[config.mk]
export PLATFORM = sky130hd
export DESIGN_NAME = distance_delta_bit_packer_unit
export DESIGN_NICKNAME = d
export VERILOG_FILES = /design/src/hdl/ddbp_pkg.sv /design/src/hdl/distance_delta_bit_packer_unit.sv
export VERILOG_INCLUDE_DIRS = /design/src /design/src/hdl
export SDC_FILE = /design/constraint.sdc
export NUM_CORES = 1
export LEC_CHECK = 0
export ABC_AREA = 1
export BUFFER_PORTS_ARGS = -buffer_cell sky130_fd_sc_hd__buf_2
export CAP_MARGIN = 20
export CORE_ASPECT_RATIO = 1.1
export CORE_UTILIZATION = 30
export CTS_CLUSTER_SIZE = 28
export DETAILED_ROUTE_END_ITERATION = 16
export PLACE_DENSITY_LB_ADDON = 0.3
export SLEW_MARGIN = 30
export SYNTH_ARGS = -nofsm -noshare
export SYNTH_HDL_FRONTEND = slang
export SYNTH_SLANG_ARGS = --single-unit
[constraint.sdc]
create_clock -name i_clk -period 7.1 [get_ports i_clk]
set_input_delay 0.355 -clock i_clk [delete_from_list [all_inputs] [get_ports i_clk]]
set_output_delay 0.355 -clock i_clk [all_outputs]
set_load 0.005 [all_outputs]
[src/hdl/distance_delta_bit_packer_unit_macros.svh]
// Assertion macros shared by the distance delta bit packer RTL.
`ifndef DISTANCE_DELTA_BIT_PACKER_UNIT_MACROS_SVH
`define DISTANCE_DELTA_BIT_PACKER_UNIT_MACROS_SVH

// Property checked on every rising clock edge outside of reset.
`define DDBP_ASSERT(lbl, clk, rst_n, prop, msg) \
    lbl: assert property (@(posedge clk) disable iff (!(rst_n)) (prop)) \
        else $error(msg);

// Condition that must never be true outside of reset.
`define DDBP_ASSERT_NEVER(lbl, clk, rst_n, cond, msg) \
    lbl: assert property (@(posedge clk) disable iff (!(rst_n)) !(cond)) \
        else $error(msg);

`endif

[src/hdl/ddbp_pkg.sv]
// Types and constants for the distance delta bit packer.
`timescale 1ns / 1ps

package ddbp_pkg;

    localparam int C_DIST_W      = 16;
    localparam int C_ESCAPE_BITS = 8;
    localparam int C_PEND_W      = 7;

    typedef enum logic {
        CMD_CODE  = 1'b0,
        CMD_FLUSH = 1'b1
    } t_command;

    typedef struct packed {
        t_command              command;
        logic [C_DIST_W-1:0]   distance_code;
        logic                  face_start;
    } t_in_beat;

    typedef struct packed {
        logic [7:0] out_byte;
        logic       last_byte;
    } t_out_beat;

endpackage

[src/hdl/distance_delta_bit_packer_unit.sv]
// Distance delta bit packer: zigzag delta coding with escape, packed MSB first into bytes.
`timescale 1ns / 1ps
`include "distance_delta_bit_packer_unit_macros.svh"

// An input beat lands in an input register. From there one pass of logic forms the
// zigzag delta of the distance against the previous one, picks the 9-bit short code or
// the 17-bit escape code, merges it behind up to seven pending bits and cuts out the
// whole bytes, zero to three of them, into a byte group register. The group drains one
// byte per output beat, and the last byte of each input beat carries last_byte. A new
// input beat enters every cycle while each beat yields at most one byte and i_stall is
// low; a beat that yields two or three bytes holds the input until its group is down
// to its last byte, as the output port moves a single byte per beat. A flush beat emits
// the pending bits, zero padded, as one byte, or nothing when none are pending. A byte
// reaches the output through the input register and then the byte group register.
module distance_delta_bit_packer_unit
    import ddbp_pkg::*;
(
    input  logic      i_clk,
    input  logic      i_rst_n,
    input  logic      i_valid,
    output logic      o_stall,
    input  t_in_beat  i_data,
    output logic      o_valid,
    input  logic      i_stall,
    output t_out_beat o_data
);

    // Input register.
    logic                r_in_valid;
    t_in_beat            r_in;

    // Coder state.
    logic [C_DIST_W-1:0] r_prev;
    logic [C_PEND_W-1:0] r_pend_bits;
    logic [2:0]          r_pend_cnt;

    // Byte group waiting for the output port.
    logic [1:0]          r_grp_cnt;
    logic [7:0]          r_grp_b0;
    logic [7:0]          r_grp_b1;
    logic [7:0]          r_grp_b2;

    logic                take;
    logic                load;
    logic                in_take;

    logic [C_DIST_W-1:0] prev_eff;
    logic [C_DIST_W:0]   zz;
    logic                short_code;
    logic [23:0]         acc;
    logic [4:0]          total;
    logic [C_PEND_W-1:0] pend_la;
    logic [23:0]         code_l;
    logic [23:0]         word;
    logic [C_PEND_W-1:0] rem_mask;
    logic [7:0]          flush_byte;

    logic [1:0]          n_grp_cnt;
    logic [7:0]          n_b0;
    logic [7:0]          n_b1;
    logic [7:0]          n_b2;
    logic [C_DIST_W-1:0] n_prev;
    logic [C_PEND_W-1:0] n_pend_bits;
    logic [2:0]          n_pend_cnt;

    assign take    = o_valid && !i_stall;
    assign load    = r_in_valid && ((r_grp_cnt == 2'd0) || ((r_grp_cnt == 2'd1) && take));
    assign o_stall = r_in_valid && !load;
    assign in_take = i_valid && !o_stall;

    assign o_valid          = (r_grp_cnt != 2'd0);
    assign o_data.out_byte  = r_grp_b0;
    assign o_data.last_byte = (r_grp_cnt == 2'd1);

    always_comb begin
        prev_eff = r_in.face_start ? '0 : r_prev;
        if (r_in.distance_code >= prev_eff) begin
            zz = {(r_in.distance_code - prev_eff), 1'b0};
        end else begin
            zz = {(prev_eff - r_in.distance_code), 1'b0} - 17'd1;
        end
        short_code = (zz[C_DIST_W:C_ESCAPE_BITS] == '0);

        if (short_code) begin
            acc    = 24'({r_pend_bits, 1'b0, zz[C_ESCAPE_BITS-1:0]});
            total  = 5'(r_pend_cnt) + 5'd9;
            code_l = {1'b0, zz[C_ESCAPE_BITS-1:0], 15'd0};
        end else begin
            acc    = {r_pend_bits, 1'b1, r_in.distance_code};
            total  = 5'(r_pend_cnt) + 5'd17;
            code_l = {1'b1, r_in.distance_code, 7'd0};
        end

        // Pending bits left aligned, code bits directly behind them.
        pend_la    = r_pend_bits << (3'd7 - r_pend_cnt);
        word       = {pend_la, 17'd0} | (code_l >> r_pend_cnt);
        rem_mask   = 7'h7F >> (3'd7 - total[2:0]);
        flush_byte = 8'({r_pend_bits, 1'b0}) << (3'd7 - r_pend_cnt);
    end

    always_comb begin
        n_prev      = r_prev;
        n_pend_bits = r_pend_bits;
        n_pend_cnt  = r_pend_cnt;
        n_grp_cnt   = r_grp_cnt;
        n_b0        = r_grp_b0;
        n_b1        = r_grp_b1;
        n_b2        = r_grp_b2;
        if (load) begin
            unique case (r_in.command)
                CMD_FLUSH: begin
                    n_grp_cnt   = (r_pend_cnt != 3'd0) ? 2'd1 : 2'd0;
                    n_b0        = flush_byte;
                    n_pend_bits = '0;
                    n_pend_cnt  = '0;
                end
                CMD_CODE: begin
                    n_grp_cnt   = total[4:3];
                    n_b0        = word[23:16];
                    n_b1        = word[15:8];
                    n_b2        = word[7:0];
                    n_prev      = r_in.distance_code;
                    n_pend_bits = acc[C_PEND_W-1:0] & rem_mask;
                    n_pend_cnt  = total[2:0];
                end
                default: begin
                    n_grp_cnt = r_grp_cnt;
                end
            endcase
        end else if (take) begin
            n_grp_cnt = r_grp_cnt - 2'd1;
            n_b0      = r_grp_b1;
            n_b1      = r_grp_b2;
        end
    end

    always_ff @(posedge i_clk) begin
        if (!i_rst_n) begin
            r_in_valid  <= 1'b0;
            r_prev      <= '0;
            r_pend_bits <= '0;
            r_pend_cnt  <= '0;
            r_grp_cnt   <= '0;
        end else begin
            if (in_take) begin
                r_in_valid <= 1'b1;
            end else if (load) begin
                r_in_valid <= 1'b0;
            end
            r_prev      <= n_prev;
            r_pend_bits <= n_pend_bits;
            r_pend_cnt  <= n_pend_cnt;
            r_grp_cnt   <= n_grp_cnt;
        end
    end

    always_ff @(posedge i_clk) begin
        if (in_take) begin
            r_in <= i_data;
        end
        r_grp_b0 <= n_b0;
        r_grp_b1 <= n_b1;
        r_grp_b2 <= n_b2;
    end

    // A coded distance always completes at least one byte.
    `DDBP_ASSERT(a_code_gives_byte, i_clk, i_rst_n,
        (load && (r_in.command == CMD_CODE)) |=> (r_grp_cnt != 2'd0),
        "code beat produced no byte")
    // A flush yields at most one byte and leaves nothing pending.
    `DDBP_ASSERT(a_flush_one_byte, i_clk, i_rst_n,
        (load && (r_in.command == CMD_FLUSH)) |=> (r_grp_cnt <= 2'd1),
        "flush produced more than one byte")
    `DDBP_ASSERT(a_flush_clears, i_clk, i_rst_n,
        (load && (r_in.command == CMD_FLUSH)) |=> (r_pend_cnt == 3'd0),
        "pending bits survived a flush")
    // A beat held in the input register is not lost while the group drains.
    `DDBP_ASSERT(a_input_held, i_clk, i_rst_n,
        (r_in_valid && !load) |=> (r_in_valid && $stable(r_in)),
        "held input beat changed or vanished")

endmodule
==> results of run 1 <==
[metal layers]
layer  vias up  track usage
li1       3075            -
met2       132        0.296
met5         -            0
met4         0       0.0656
met1      2695        0.220
met3        33       0.0233
[registers in the layout (all words and copies together) (netlist names)]
name	flops
r_grp_b0	8
r_in_valid	1
r_pend_bits	7
r_pend_cnt	3
r_in	18
r_grp_b2	8
r_prev	16
r_grp_b1	8
r_grp_cnt	2
[layout by cell type, fill, tap and decap left out, types with 6 or more instances in the layout]
cell       netlist  final
a21oi_1         60     60
ha_1            42     42
nand2_1        268    268
o21ai_0         44     44
nand2_2         16     16
inv_1          133    133
o21ai_1          8      8
dfxtp_1         29     29
buf_2            5     32
nand3_2          9      9
clkbuf_16        0     11
inv_2           11     11
nand3_1        113    113
nor2_2           8      9
nor2_1          62     61
edfxtp_1        42     42
nand4_1         14     14
xor2_1           7      7
buf_4            5      6
[kinds of logic after synthesis]
family | count (synthesis) | share of synthesized area
and+or+nand+nor | 507 | 0.366
DFF | 71 | 0.297
AOI/OAI and AO/OA | 129 | 0.112
buffers and inverters | 182 | 0.119
adders and majority gates | 44 | 0.0913
xor gates and xnor gates | 10 | 0.0141
[power groups by stage]
stage,logic (mW),registers (mW),clock network (mW)
finish,0.579,0.555,0.537
global route,0.655,0.562,0.560
CTS,0.580,0.555,0.545
detailed placement,0.577,0.563,0
global placement,0.577,0.563,0
floorplan,0.422,0.546,0
[area by class of cell]
type | instances | area [sq um] | share of cell area
clock buffer | 13 | 293 | 0.0425
clock inverter | 3 | 68.8 | 0.00998
inverter | 148 | 556 | 0.0806
multi-input combinational | 690 | 3610 | 0.524
sequential | 71 | 1840 | 0.267
tap | 252 | 315 | 0.0457
timing repair buffer | 38 | 205 | 0.0298
[worst max-delay path, delay by kind of cell, from the launching register on]
kind          cells  cell delay (ns)
simple gates     16             2.26
fa+ha+maj         3             0.73
flops             1             0.65
buf+inv           5             0.34
[synthesized netlist by cell type (2+ instances only)]
master     count  share of area
clkinv_1       4         0.0024
buf_1          2         0.0012
nand3_2        9          0.015
nand2_1      268           0.16
fa_1           2         0.0065
or2_2          4         0.0040
buf_2          5         0.0040
buf_4          5         0.0061
a211oi_1       2         0.0024
nand4_1       14          0.014
dfxtp_1       29          0.094
o21ai_0       44          0.036
ha_1          42          0.085
o2111ai_1      3         0.0042
a21oi_1       60          0.048
edfxtp_1      42           0.20
xnor2_1        3         0.0042
nor2_4         4         0.0073
o21ai_1        8         0.0065
nor3_1         3         0.0024
inv_2         11         0.0067
inv_1        133          0.081
nand3_1      113          0.091
nand2_2       16          0.016
xor2_1         7         0.0099
buf_6          2         0.0036
o211ai_1       3         0.0036
a21oi_2        3         0.0042
clkbuf_1      19          0.012
nor2_1        62          0.038
and2_1         4         0.0040
nor2_2         8         0.0081
[path summary, 6_finish.rpt]
path | endpoint | from | cells after the start
setup / recovery | r_grp_b0[1] | r_in[0] | 24
hold / removal | r_in[12] | i_data[12] | 1
setup reg to reg | r_grp_b0[1] | r_in[0] | 24
hold reg to reg | r_pend_bits[6] | r_pend_bits[6] | 2
==> metrics.yaml, run 1 <==
stdcell_count: 1215
cts_setup_buffers: 0
die_height_um: 153
ctsLongestPathBuffers: 2
cp_cell_sequence: "nor2_1, inv_1, ha_1, inv_1, fa_1, inv_1, ha_1, inv_1, nor2_1, nand3_1, nor2_1, nand2_1, nand2_1, nand3_1, nor2_2, nand2_2, nand2_4, nand2_1, nand3_1, nand3_1, nand3_1, nand3_1, nand2_1, inv_1"
route.detailed.drc: 0
wl_mm: 18.1
ys_types: 41
io_pins: 33
maxCapViolations: 0
wl_per_cell_um: 14.9
core_sq_um: 20000
grt_pass1_vias: 5583
fillers: 2219
place_ws_ns: 2.88
path_class: "reg2reg"
firstDrtPassIters: 9
worstSkewPairLatency_ns: 0.34
yosys_register_bits: 71
syn-instance-count: 943
dp.final_hpwl_mm: 14.2
place_area_sq_um: 6530
cts_tree: "done"
ys.flop_type: "edfxtp_1"
dr.max_layer_used: "met4"
rows: 54
drtIter0Drc: 419
die_x_um: 139
antenna_found_initial: 0
drv_slew: 0
setup_violations: 0
cpPeakStageDelay_ns: 0.65
switching_share: 0.364
initial_core_util: 0.310
power.density_nw_per_um2: 243
netlist_area_sq_um: 6190
avgViaCountPerCell: 4.88
dr_wl_met2_mm: 8.53
routed-via-count: 5935
intPower_mw: 1.06
synth-async-reset-ratio: 0
slowest_stage: "edfxtp_1"
min_period_over_period: 0.594
end_kind: "flop"
portBuffers: 32
total_power_mw: 1.67
overflow: 0
hold_ws_ns: 0.186
p_seq_frac: 0.332
crit_top_cell: "nand3_1"
status: "complete, no violations"
tightest_slew_ns: 0.971
fmax_ghz: 0.237
finalSetupTns_ns: 0
synth_nets: 1009
clkTransAtPathRegs_ns: 0.06
hold_viol: 0
post-route-min-period_ns: 4.22
antenna_cells: 0
p_switching_mw: 0.608
clock-sinks: 71
synth.avg_cell_area_sq_um: 6.57
root_buffer: "clkbuf_16"
grt_max_degree: 46
slew_headroom: 0.352
utilization: 0.345
setup_slack_ns: 2.88
gp_congestion: 0.932
yosysWarnings: 0
drive_gt1_frac: 0.115
critPathLaunchType: "flop"
rsz0062_at_grt: "false"
clock_power_share: 0.321
synth_enable_flop_cells: 42
dp_cells: 1199
synth_seq_area_share: 0.297
fp.dieArea_sq_um: 21200
post_cts_resized: 0
nets: 1024
fin_skew_ns: 0.00624
p_leak_nw: 3.25
track_usage: 0.173
stdcell_area_sq_um: 6890
cts_max_level: 3
areaGrowthSynthToFinish_pct: 11.3
numCtsBuffers: 9
hold_class: "in2reg"
r2r_slack_ns: 2.88
wl_met1_mm: 8.40
cp.required_ns: 7.20
grt_pass1_wl_mm: 28.8
route.met3.wl_um: 591
cp_max_fo: 22
vdd_drop_max_mv: 0.117
ant_nets: 0
combPwrFrac: 0.347
critPathArrivalTime_ns: 4.32
ctsHoldBuffers: 0
No activity file was read; power rests on OpenSTA's default activity.
==> run 2, diff against run 1 <==
clock period = 3.7 ns   (was 7.1 ns; I/O delays follow)
==> metrics.yaml, run 2 (synthesized netlist as in run 1, its figures left out) <==
ant_nets: 0
status: "complete, no violations"
setup_violations: 0
min_period_over_period: 0.953
mostFrequentLayoutCells: "nand2_1, inv_1, nand3_1"
hold_viol: 0
areaGrowthSynthToFinish_pct: 19.8
hold_ws_ns: 0.0117
root_buffer: "clkbuf_16"
crit_top_cell: "nand2_2"
numCtsBuffers: 9
wl_per_cell_um: 15.0
ctsLongestPathBuffers: 2
grt_pass1_wl_mm: 29.6
firstDrtPassIters: 7
fmax_ghz: 0.283
layout_commonest_cell: "nand2_1"
p_leak_nw: 3.46
power.density_nw_per_um2: 423
fin_skew_ns: 0.00615
cp_cell_sequence: "buf_6, buf_12, nor2_2, buf_4, ha_2, nand2_2, inv_2, nand2_2, nand3_4, nand2_1, nand2_2, nor3_2, nand2_1, nand3_2, nor2_4, nand2_4, nand2_8, buf_4, nand2_2, nand3_2, nand3_1, nand3_1, nand3_1, nand2_1"
largest_register: "r_in"
grt_pass1_vias: 5847
worstSkewPairLatency_ns: 0.35
drv_slew: 0
slowest_stage: "edfxtp_1"
routed-via-count: 6091
hold_class: "in2reg"
grt_max_degree: 45
clock-sinks: 71
r2r_slack_ns: 0.17
antenna_cells: 0
clkTransAtPathRegs_ns: 0.06
track_usage: 0.179
die_x_um: 139
portBuffers: 32
gp_congestion: 0.873
tightest_slew_ns: 0.889
antenna_found_initial: 1
wl_mm: 18.7
end_kind: "flop"
vdd_drop_max_mv: 0.264
die_height_um: 153
route.detailed.drc: 0
total_power_mw: 3.14
dp.final_hpwl_mm: 14.5
finalSetupTns_ns: 0
cts_max_level: 3
largest_reg_flops: 18
drive_gt1_frac: 0.194
initial_core_util: 0.310
drtIter0Drc: 435
critPathLaunchType: "flop"
cts_tree: "done"
io_pins: 33
overflow: 0
fp.dieArea_sq_um: 21200
maxCapViolations: 0
cp.required_ns: 3.79
core_sq_um: 20000
utilization: 0.371
critPathArrivalTime_ns: 3.62
avgViaCountPerCell: 4.88
cpPeakStageDelay_ns: 0.40
nets: 1058
reg_top3: "r_in (18), r_prev (16)"
rows: 54
slew_headroom: 0.407
post-route-min-period_ns: 3.53
cp_max_fo: 7
path_class: "reg2reg"
-- run 2: cell count changes in the layout (fill, tap and decap cells not counted), moves of 6 or more --
cell	delta
nor2_1	-11
ha_2	+6
nand3_1	-20
nor2_2	+6
nand3_2	+19
buf_4	+25
ha_1	-9
-- run 2: routing by layer --
layer,part of all wire,GRT usage,up-vias
li1,-,-,3145
met1,0.45,0.218,2758
met2,0.48,0.307,153
met3,0.045,0.0349,35
met4,0.032,0.0746,0
met5,0,0,-
-- run 2: metrics by stage --
stage | setup WS (ns) | std cells | instance area, sq um
3_3_place_gp | 0.0663 | 1221 | 6710
4_1_cts | 0.0714 | 1239 | 7030
6_report | 0.172 | 1249 | 7420
3_5_place_dp | 0.0971 | 1221 | 6710
5_1_grt | -0.0383 | 1249 | 7420
2_1_floorplan | 0.219 | 943 | 6190
-- run 2: area by class of cell --
| type | instances | area [sq um] |
|---|---|---|
| Clock inverter | 7 | 71.3 |
| Fill cell | 2142 | 12600 |
| Tap cell | 252 | 315 |
| Timing Repair Buffer | 71 | 529 |
| Sequential cell | 71 | 1840 |
| Multi-Input combinational cell | 691 | 3880 |
| Clock buffer | 9 | 225 |
| Inverter | 148 | 556 |
-- run 2: worst paths after layout --
path	to	depth (start not counted)	from
max reg2reg	r_grp_b1[7]	24	r_in[0]
min	r_in[14]	1	i_data[14]
min reg2reg	r_pend_bits[3]	2	r_pend_bits[3]
max	r_grp_b1[7]	24	r_in[0]
-- run 2: timing repair --
action / 4_1_cts / 5_1_grt
endpoints found under the setup margin: 0 / 25
setup buffers: 0 / 7
hold buffers: 2 / 0
endpoints found under the hold margin: 2 / 0
resized for setup: 0 / 66
-- run 2: power breakdown --
part           internal, mW  switching (mW)
sequential            0.987          0.0526
combinational         0.422           0.800
clock                 0.523           0.357
-- run 2: worst max-delay path, delay by kind of cell, from the launching register on --
| kind | cells | cell delay (ns) |
|---|---|---|
| adder cells (fa/ha/maj) | 1 | 0.30 |
| AND/OR/NAND/NOR | 18 | 1.90 |
| buffers and inverters | 5 | 0.64 |
| flip-flops | 1 | 0.40 |
==> run 3, diff against run 2 <==
REMOVE_ABC_BUFFERS = 1   (was default)
==> metrics.yaml, run 3 (synthesized netlist as in run 1, its figures left out) <==
status: "complete, no violations"
io_pins: 33
setup_violations: 0
portBuffers: 32
tightest_slew_ns: 0.898
stdcell_area_sq_um: 7320
grtUsageMet3: 0.0292
crit_family: "simple AND/OR/NAND/NOR gates"
grt_pass1_wl_mm: 30.2
cp.required_ns: 3.79
slowest_stage: "edfxtp_1"
layout_commonest_cell: "nand2_1"
stdcell_count: 1244
post-route-min-period_ns: 3.44
ant_nets: 0
route.detailed.drc: 0
clock_power_share: 0.288
power.density_nw_per_um2: 436
avgViaCountPerCell: 4.92
cpPeakStageDelay_ns: 0.49
hold_class: "in2reg"
min_path_cells: 1
hold_viol: 0
crit_top_cell: "nand2_1"
largest_register: "r_in"
min_period_over_period: 0.930
rows: 54
intPower_mw: 1.98
antenna_found_initial: 0
path_class: "reg2reg"
drv_slew: 0
die_x_um: 139
path_depth: 23
overflow: 0
reg_top3: "r_in (18), r_prev (16)"
numCtsBuffers: 9
grt_pass1_vias: 5885
setup_slack_ns: 0.258
critPathArrivalTime_ns: 3.54
root_buffer: "clkbuf_16"
fp.dieArea_sq_um: 21200
die_height_um: 153
path_buf_inv: 4
grt_use_met2: 0.313
nets: 1053
place_ws_ns: 0.0633
dp.final_hpwl_mm: 14.6
cts_max_level: 3
fin_skew_ns: 0.0106
track_usage: 0.182
switching_share: 0.380
wl_per_cell_um: 15.1
initial_core_util: 0.310
fillers: 2118
drtIter0Drc: 472
maxCapViolations: 0
fmax_ghz: 0.291
routed-via-count: 6124
mostFrequentLayoutCells: "nand2_1, inv_1, nand3_1"
drive_gt1_frac: 0.190
largest_reg_flops: 18
top_usage_layer: "met2"
gp_congestion: 0.931
p_seq_frac: 0.330
p_leak_nw: 3.39
clkTransAtPathRegs_ns: 0.06
dp_cells: 1225
critPathLaunchType: "flop"
cts_tree: "done"
vdd_drop_max_mv: 0.277
core_sq_um: 20000
cp_cell_sequence: "buf_12, nor2_2, ha_4, buf_4, nand2_1, nand2_1, inv_1, nand2_1, a21oi_2, nand2_1, nand2_1, nand2_1, nor2_1, nand2_1, nor2_2, nand2_2, buf_6, nand3_1, nand3_2, nand3_2, nand3_1, nand3_1, nand2_1"
worstSkewPairLatency_ns: 0.35
clock-sinks: 71
areaGrowthSynthToFinish_pct: 18.3
use_met1: 0.232
utilization: 0.366
firstDrtPassIters: 13
rr_worst_depth: 23
ctsLongestPathBuffers: 2
slew_headroom: 0.400
antenna_cells: 0
cp_max_fo: 12
wl_mm: 18.8
combPwrFrac: 0.383
p_switching_mw: 1.22
place_area_sq_um: 6740
grt_max_degree: 45
end_kind: "flop"
run 3: cell types whose count changed in the layout (fill, tap and decap cells not counted), moves of 3 or more:
cell / previous run / this run
nand2_4: 3 / 0
nand3_2: 28 / 23
nor2_4: 9 / 6
nand3_1: 93 / 99
nor2_2: 15 / 19
run 3: final timing paths:
kind	from	slack, ns	to
max	r_in[0]	0.26	r_grp_b0[2]
min reg2reg	r_pend_bits[6]	0.47	r_pend_bits[6]
min	i_data[1]	0.01	r_in[1]
max reg2reg	r_in[0]	0.26	r_grp_b0[2]
run 3: power groups by stage:
stage / clock network [mW] / logic, mW / registers [mW]
final: 0.920 / 1.22 / 1.05
after global routing: 0.968 / 1.39 / 1.07
after CTS: 0.937 / 1.16 / 1.05
after detailed placement: 0 / 1.15 / 1.07
after global placement: 0 / 1.15 / 1.07
after floorplan: 0 / 0.775 / 1.06
run 3: repair_timing:
action                                  4_1_cts  5_1_grt
gates resized for setup                       0       60
endpoints found under the setup margin        0       26
hold buffers                                  1        0
setup buffers                                 0        2
endpoints found under the hold margin         1        0
run 3: per-stage QoR:
step                      total power [mW]  TNS (ns)  hold WS (ns)
after floorplan                       1.83    -15.59         0.284
after global placement                2.22         0         0.362
after detailed placement              2.22         0         0.363
after CTS                             3.15         0      0.000146
after global routing                  3.42    -0.223       0.00580
final                                 3.20         0        0.0108
run 3: layer usage:
layer / share of wire / vias to the layer above / wire length (um)
met1: 0.45 / 2789 / 8510
met2: 0.48 / 172 / 8970
met4: 0.026 / 0 / 481
met5: 0 / - / 0
li1: - / 3127 / -
met3: 0.045 / 36 / 854
run 3: layout make-up:
cell class / instances / area, sq um / area share
multi-input combinational: 690 / 3840 / 0.525
clock buffer: 11 / 254 / 0.0347
clock inverter: 5 / 62.6 / 0.00854
inverter: 148 / 556 / 0.0759
sequential: 71 / 1840 / 0.252
timing repair buffer: 67 / 449 / 0.0613
tap: 252 / 315 / 0.0431
